File: config.mk
export PLATFORM = sky130hd
export DESIGN_NAME = sorted_priority_queue_top
export DESIGN_NICKNAME = d
export VERILOG_FILES = /design/src/rtl/spq_pkg.sv /design/src/rtl/spq_cell.sv /design/src/rtl/sorted_priority_queue_top.sv
export SDC_FILE = /design/constraint.sdc
export NUM_CORES = 2
export LEC_CHECK = 0
export ABC_CLOCK_PERIOD_IN_PS = 16010
export BUFFER_PORTS_ARGS = -buffer_cell sky130_fd_sc_hd__buf_2
export CAP_MARGIN = 10
export CORE_UTILIZATION = 55
export CTS_BUF_LIST = sky130_fd_sc_hd__clkbuf_8
export DETAILED_ROUTE_END_ITERATION = 12
export GPL_ROUTABILITY_DRIVEN = 0
export PLACE_DENSITY = 0.71
export RECOVER_POWER = 25
export SLEW_MARGIN = 30
export SYNTH_ARGS = -nofsm -noshare
export SYNTH_HDL_FRONTEND = slang
export SYNTH_HIERARCHICAL = 1
export SYNTH_SLANG_ARGS = --single-unit
File: constraint.sdc
create_clock -name clk -period 16.01 [get_ports clk]
set_clock_uncertainty 0.2 [all_clocks]
set_input_delay 2.4015 -clock clk [delete_from_list [all_inputs] [get_ports clk]]
set_output_delay 2.4015 -clock clk [all_outputs]
set_load 0.005 [all_outputs]
File: src/rtl/spq_pkg.sv
// Shared types and constants for the sorted priority queue.
`timescale 1ns / 1ps

package spq_pkg;

    localparam int DEFAULT_CAPACITY = 16;
    localparam int WORD_W           = 32;
    localparam int COUNT_OUT_W      = 5;

    typedef logic signed [WORD_W-1:0] word_t;

    // Request codes on req_type.
    typedef enum logic [1:0] {
        REQ_INSERT = 2'd0,
        REQ_REMOVE = 2'd1,
        REQ_QUERY  = 2'd2,
        REQ_SPARE  = 2'd3
    } req_t;

    // Status codes on the status port.
    typedef enum logic [1:0] {
        ST_OK    = 2'd0,
        ST_FULL  = 2'd1,
        ST_EMPTY = 2'd2
    } status_t;

    // What every cell of the chain does in a cycle.
    typedef enum logic [1:0] {
        OP_HOLD,
        OP_INSERT,
        OP_REMOVE
    } cell_op_t;

    // One stored entry.
    typedef struct packed {
        logic  valid;
        word_t data;
        word_t prio;
    } entry_t;

    // Broadcast from the controller to every cell.
    typedef struct packed {
        cell_op_t op;
        word_t    new_data;
        word_t    new_prio;
    } cell_ctrl_t;

    localparam word_t NONE_WORD = -32'sd1;

endpackage

File: src/rtl/spq_cell.sv
// One slot of the sorted chain: holds an entry and trades it with its neighbors.
`timescale 1ns / 1ps

module spq_cell (
    input  logic                clk,
    input  logic                rst_n,
    input  spq_pkg::cell_ctrl_t ctrl,
    input  spq_pkg::entry_t     left_entry,
    input  logic                left_take,
    input  spq_pkg::entry_t     right_entry,
    output spq_pkg::entry_t     entry,
    output logic                take
);

    logic              valid_reg;
    logic              valid_next;
    spq_pkg::word_t    data_reg;
    spq_pkg::word_t    data_next;
    spq_pkg::word_t    prio_reg;
    spq_pkg::word_t    prio_next;

    // The new item belongs at or before this slot when the slot is free or
    // the item outranks the stored one; equal priorities stay ahead.
    assign take = !valid_reg || (ctrl.new_prio > prio_reg);

    always_comb
    begin
        valid_next = valid_reg;
        data_next  = data_reg;
        prio_next  = prio_reg;
        case (ctrl.op)
            spq_pkg::OP_INSERT:
            begin
                if (take)
                begin
                    if (left_take)
                    begin
                        valid_next = left_entry.valid;
                        data_next  = left_entry.data;
                        prio_next  = left_entry.prio;
                    end
                    else
                    begin
                        valid_next = 1'b1;
                        data_next  = ctrl.new_data;
                        prio_next  = ctrl.new_prio;
                    end
                end
            end
            spq_pkg::OP_REMOVE:
            begin
                valid_next = right_entry.valid;
                data_next  = right_entry.data;
                prio_next  = right_entry.prio;
            end
            default:
            begin
                valid_next = valid_reg;
            end
        endcase
    end

    always_ff @(posedge clk or negedge rst_n)
    begin
        if (!rst_n)
        begin
            valid_reg <= 1'b0;
        end
        else
        begin
            valid_reg <= valid_next;
        end
    end

    always_ff @(posedge clk)
    begin
        data_reg <= data_next;
        prio_reg <= prio_next;
    end

    assign entry.valid = valid_reg;
    assign entry.data  = data_reg;
    assign entry.prio  = prio_reg;

endmodule

File: src/rtl/sorted_priority_queue_top.sv
// Top level of the sorted priority queue: request decode, cell chain and result port.
`timescale 1ns / 1ps

// Channel   Direction  Ports                                            Handshake
// request   in         req_type, item_value, item_priority              start, busy
// result    out        head_value, head_priority, is_empty,             done
//                      entry_count, status
//
// A request is taken at every clock edge where start is high; busy stays low,
// since every cell settles a request at that edge. The result appears on
// the result ports in the next cycle, marked by done for exactly that cycle, so
// the sustained rate is one request per cycle.
// Reset empties the queue by clearing the valid bit of every cell; the stored
// data needs no clearing. The receiver cannot stall the result port.

module sorted_priority_queue_top #(
    parameter int CAPACITY = spq_pkg::DEFAULT_CAPACITY
) (
    input  logic                                  clk,
    input  logic                                  rst_n,
    input  logic                                  start,
    output logic                                  busy,
    input  logic [1:0]                            req_type,
    input  logic signed [spq_pkg::WORD_W-1:0]     item_value,
    input  logic signed [spq_pkg::WORD_W-1:0]     item_priority,
    output logic                                  done,
    output logic signed [spq_pkg::WORD_W-1:0]     head_value,
    output logic signed [spq_pkg::WORD_W-1:0]     head_priority,
    output logic                                  is_empty,
    output logic [spq_pkg::COUNT_OUT_W-1:0]       entry_count,
    output logic [1:0]                            status
);

    localparam int CNT_W = $clog2(CAPACITY + 1);

    spq_pkg::cell_ctrl_t  ctrl;
    spq_pkg::entry_t      cell_entry [CAPACITY];
    logic [CAPACITY-1:0]  cell_take;

    logic [CNT_W-1:0]     count_reg;
    logic [CNT_W-1:0]     count_next;
    logic                 done_reg;
    logic                 done_next;
    spq_pkg::status_t     status_reg;
    spq_pkg::status_t     status_next;

    logic                 is_full;
    logic                 is_zero;

    assign is_full = (count_reg == CNT_W'(CAPACITY));
    assign is_zero = (count_reg == '0);

    // Decode the request into one operation broadcast to the whole chain.
    // A full queue drops an insert and an empty queue ignores a remove.
    always_comb
    begin
        ctrl.op       = spq_pkg::OP_HOLD;
        ctrl.new_data = item_value;
        ctrl.new_prio = item_priority;
        count_next    = count_reg;
        status_next   = spq_pkg::ST_OK;
        done_next     = start;
        if (start)
        begin
            case (spq_pkg::req_t'(req_type))
                spq_pkg::REQ_INSERT:
                begin
                    if (is_full)
                    begin
                        status_next = spq_pkg::ST_FULL;
                    end
                    else
                    begin
                        ctrl.op    = spq_pkg::OP_INSERT;
                        count_next = count_reg + CNT_W'(1);
                    end
                end
                spq_pkg::REQ_REMOVE:
                begin
                    if (is_zero)
                    begin
                        status_next = spq_pkg::ST_EMPTY;
                    end
                    else
                    begin
                        ctrl.op    = spq_pkg::OP_REMOVE;
                        count_next = count_reg - CNT_W'(1);
                    end
                end
                default:
                begin
                    // Query and the unused code leave the queue as it is.
                    status_next = spq_pkg::ST_OK;
                end
            endcase
        end
    end

    // The chain of cells. Slot 0 is the head; an insert pushes entries toward
    // the tail and a remove pulls them toward the head, each cell trading only
    // with its direct neighbors.
    genvar g;
    generate
        for (g = 0; g < CAPACITY; g++)
        begin : g_cell
            spq_pkg::entry_t left_entry;
            spq_pkg::entry_t right_entry;
            logic            left_take;

            if (g == 0)
            begin : g_head
                assign left_entry = '0;
                assign left_take  = 1'b0;
            end
            else
            begin : g_inner_left
                assign left_entry = cell_entry[g-1];
                assign left_take  = cell_take[g-1];
            end

            if (g == CAPACITY - 1)
            begin : g_tail
                assign right_entry = '0;
            end
            else
            begin : g_inner_right
                assign right_entry = cell_entry[g+1];
            end

            spq_cell u_cell (
                .clk         (clk),
                .rst_n       (rst_n),
                .ctrl        (ctrl),
                .left_entry  (left_entry),
                .left_take   (left_take),
                .right_entry (right_entry),
                .entry       (cell_entry[g]),
                .take        (cell_take[g])
            );
        end
    endgenerate

    always_ff @(posedge clk or negedge rst_n)
    begin
        if (!rst_n)
        begin
            count_reg  <= '0;
            done_reg   <= 1'b0;
            status_reg <= spq_pkg::ST_OK;
        end
        else
        begin
            count_reg  <= count_next;
            done_reg   <= done_next;
            status_reg <= status_next;
        end
    end

    // The result shows the state the request left behind, which the cells and
    // the count hold during the cycle after it was taken.
    assign busy          = 1'b0;
    assign done          = done_reg;
    assign is_empty      = is_zero;
    assign head_value    = is_zero ? spq_pkg::NONE_WORD : cell_entry[0].data;
    assign head_priority = is_zero ? spq_pkg::NONE_WORD : cell_entry[0].prio;
    assign entry_count   = spq_pkg::COUNT_OUT_W'(count_reg);
    assign status        = status_reg;

endmodule

# Word level (Yosys, flattened, before mapping)
# Index checks and enable logic that the tools add are counted.
[totals]
elab_cells = 298
out_inout_bits = 74
inputBits = 69
register_bits = 1048
[classes]
n_reduce_logical = 53
muxes = 154
order_cmp = 16
n_addsub = 2
n_eq_ne = 22
[ops]
columns = ["cell", "count"]
rows = [
  ["32-bit 2-to-1 mux", 64],
  ["32-bit one-hot mux with 2 select lines", 32],
  ["32-bit greater-than comparator", 16],
  ["1-bit 2-to-1 mux", 33],
  ["1-bit one-hot mux with 2 select lines", 16],
  ["2-bit AND reduction", 16],
  ["2-bit by 1-bit inequality test with 1-bit output, second input constant", 15],
  ["1-bit logical NOT", 16],
  ["1-bit logical OR", 16],
  ["5-bit 2-to-1 mux", 2],
  ["5-bit one-hot mux with 2 select lines", 1],
  ["2-bit 2-to-1 mux", 4],
  ["2-bit one-hot mux with 2 select lines", 2],
  ["2-bit inequality test, second input constant", 3],
  ["5-bit by 1-bit adder with 5-bit output, second input constant", 1],
  ["5-bit == test, second input constant", 1],
  ["5-bit logical NOT", 1],
  ["5-bit by 1-bit subtractor with 5-bit output, second input constant", 1],
  ["2-bit by 1-bit == test with 1-bit output, second input constant", 2],
  ["4-bit AND reduction", 1],
  ["2-bit nonzero test", 2],
  ["2-bit == test, second input constant", 1],
  ["2-bit logical NOT", 1],
]

# Longest topological paths before layout
[depth]
depth_word = 7
depth_mapped = 14
depth_no_buf = 14

# Cells and area by module
# Netlist, hierarchy kept.
[modules_own_cells]
columns = ["module", "n_inst", "seq_area_each_um2", "cells_per_inst", "area_per_inst_um2"]
rows = [
  ["spq_cell (g_cell[0].u_cell ...)", 12, 1946.9, 403, 4156.5],
  ["spq_cell (g_cell[6].u_cell ...)", 4, 1946.9, 403, 4127.7],
  ["sorted_priority_queue_top", 1, 200.2, 115, 899.6],
]

# Worst setup path before layout
# Ideal clock, no wire load.
[synth_timing]
path_kind = "in2reg"
start = "input port start"
end = "register g_cell[0].u_cell.data_reg[0] (enable)"
arrival_time_ps = 8542
setup_ps = 507
path_buffers = 0
path_slack_ps = 6761
required_ps = 15303
stages = 5
cell_sequence = "nor2b_1 > nand2b_1 > nor2_1 > xnor2_1 > a21oi_1"
[synth_lines]
columns = ["item", "line", "source"]
rows = [
  ["from (decl)", "sorted_priority_queue_top.sv:21", "input logic start,"],
  ["to (signal assigned)", "spq_cell.sv:77", "data_reg <= data_next;"],
  ["to (decl)", "spq_cell.sv:17", "spq_pkg::word_t data_reg;"],
]

==> run summary <==
total power - 8.90 mW
grt met2 use - 49.9%
CTS clk-pin slew, worst paths - 0.06 ns
Worst Path Arrival - 10.73 ns
status - finished, violations left
pin count of the biggest net entering global routing - 132
PostCTS Resize Cnt - 0
CTS tree - yes
Max Clk Rate - 0.0957 GHz
grt peak-use layer - met2
synthesized area - 67300 µm²
Pre-Repair DR Iteration Count - 5
setup_tns - 0 ns
die area - 124000 µm²
final instance area - 73000 µm²
H-tree depth - 4
violated checks - capacitance limit, slew limit
Min Hold Slack - 0.309 ns
endpoints failing hold - 0
share of layout cells above drive strength 1 - 7.74%
initial antenna violation count - 4
Required @ worst endpoint - 16.29 ns
endpoints failing setup - 0
Worst R2R Path Depth - 10
total core area - 121000 µm²
Clock Tree Buf Depth - 3
Setup Crit Path Kind - input pin to flop
switching power - 3.02 mW
worst hold stages - 2
clock latency at the later pin of the worst-skew pair - 0.88 ns
sequential cell area - 31400 µm²
final wirelength - 172000 µm
Clk network pwr share - 26.1%
Post-CTS Setup Bufs - 0
site row count - 127
Tcrit/Tclk final - 65.2%
CP Max Fanout - 98
cts bufs inserted - 182
GRT overflow - 0
DRC - 0
remaining antenna violation count - 0
# fillers - 10200
area grow syn2layout - 8.55%
first-pass GRT wire length - 272000 µm
worst slack at placement - 8.92 ns
Hold Crit Class - flop to flop
internal power - 5.88 mW
power share of the combinational group - 28.7%
PortBufs - 141
Leakage Power - 32.6 nW
Yosys warnings - 6
fin worst setup slack - 5.56 ns
starting DRC count in detailed routing - 3642
worst vdd ir - 0.0896 mV
die width - 352 µm
slew margin rel. - -198%
routed via count - 50200
PwrDens - 122 nW/µm²
Max Cap Viol - 26
Critical Path Sink Type - flop
met3 usage - 3.66%
CP Launch Type - input pin
multi-input combinational cell area - 33100 µm²
vias per cell - 5.91
minimum clock period - 10.45 ns
layout net count - 7313
Final HPWL DP - 119000 µm
total clock sinks - 1048
vias in the first global route - 51400
Tot GR Track Use - 27.5%
switch share - 33.9%
number of cells produced by synthesis - 6562
RSZ-0062 raised after global routing - false
top-level I/O count - 143
area post-placement - 69900 µm²
Die Y - 352 µm
Starting Density - 55.8%
Avg WL per Cell - 20.2 µm
root buffer cell - clkbuf_8
Mapped Avg Cell Area - 10.3 µm²
slew at the pin closest to its max-slew limit - 4.47 ns
Seq pwr share - 45.2%
met1 usage - 33.9%
max-slew violation count - 1157
CTS Hold Bufs - 0
[power groups by stage]
stage	sequential, mW	clock (mW)	combinational (mW)
global placement	4.06	0	2.43
finish	4.02	2.32	2.56
floorplan	3.92	0	1.95
detailed placement	4.07	0	2.54
CTS	4.01	2.37	2.55
global route	4.07	2.48	2.83
[path summary, 6_finish.rpt]
path	start	slack [ns]	to
setup / recovery	start	5.56	g_cell[11].u_cell/data_reg[13]$_DFFE_PP_
hold / removal	g_cell[15].u_cell/data_reg[9]$_DFFE_PP_	0.31	g_cell[14].u_cell/data_reg[9]$_DFFE_PP_
hold reg to reg	g_cell[15].u_cell/data_reg[9]$_DFFE_PP_	0.31	g_cell[14].u_cell/data_reg[9]$_DFFE_PP_
setup reg to reg	entry_count[3]$_DFFE_PN0P_	6.46	g_cell[11].u_cell/data_reg[13]$_DFFE_PP_
max in group asynchronous	rst_n	12.40	entry_count[1]$_DFFE_PN0P_
min in group asynchronous	rst_n	1.95	g_cell[15].u_cell/valid_reg$_DFFE_PN0P_
[layout by cell type, fill, tap and decap left out, types with 25 or more instances in the layout]
| cell type | count |
|---|---|
| nand2_1 | 1112 |
| o21ai_0 | 1073 |
| mux2i_1 | 1025 |
| edfxtp_1 | 1024 |
| inv_1 | 605 |
| ha_1 | 513 |
| a21oi_1 | 210 |
| clkbuf_8 | 188 |
| conb_1 | 133 |
| buf_2 | 130 |
| nand4_1 | 113 |
| nand2b_1 | 87 |
| buf_4 | 53 |
| nor2_1 | 44 |
| clkinv_1 | 42 |
| nor2b_1 | 31 |
| o21ai_1 | 28 |
| clkbuf_1 | 25 |
[per-layer routing]
layer / part of all wire (%) / routed length, µm
met3: 4.0 / 6930
met2: 52 / 89000
met1: 42 / 71900
met5: 0.012 / 21
met4: 2.2 / 3740
[metrics by stage]
step / utilization (%) / std cells
after global placement: 57.9 / 8153
after global routing: 60.6 / 8489
final: 60.6 / 8491
after CTS: 60.7 / 8484
after detailed placement: 58.0 / 8156
after floorplan: - / 6694
[final cells by class]
type,count,share of cell area [%]
repair buffers,215,1.74
diodes,4,0.0137
clock inverters,140,1.00
flip-flops and latches,1048,42.9
inverters,537,2.76
well taps,1612,2.76
clock buffers,188,3.54
multi-input cells,4747,45.3
[worst max-delay path, stage by stage]
cell      delay [ns]
clkbuf_1        0.09
nor2b_1         0.15
nand2b_1        0.10
nor2_1          0.10
clkbuf_1        0.82
clkbuf_1        0.91
nor2b_1         1.57
clkbuf_1        2.78
nor2b_1         0.32
a21oi_4         0.68
buf_4           0.65
No activity file was read; power rests on OpenSTA's default activity.
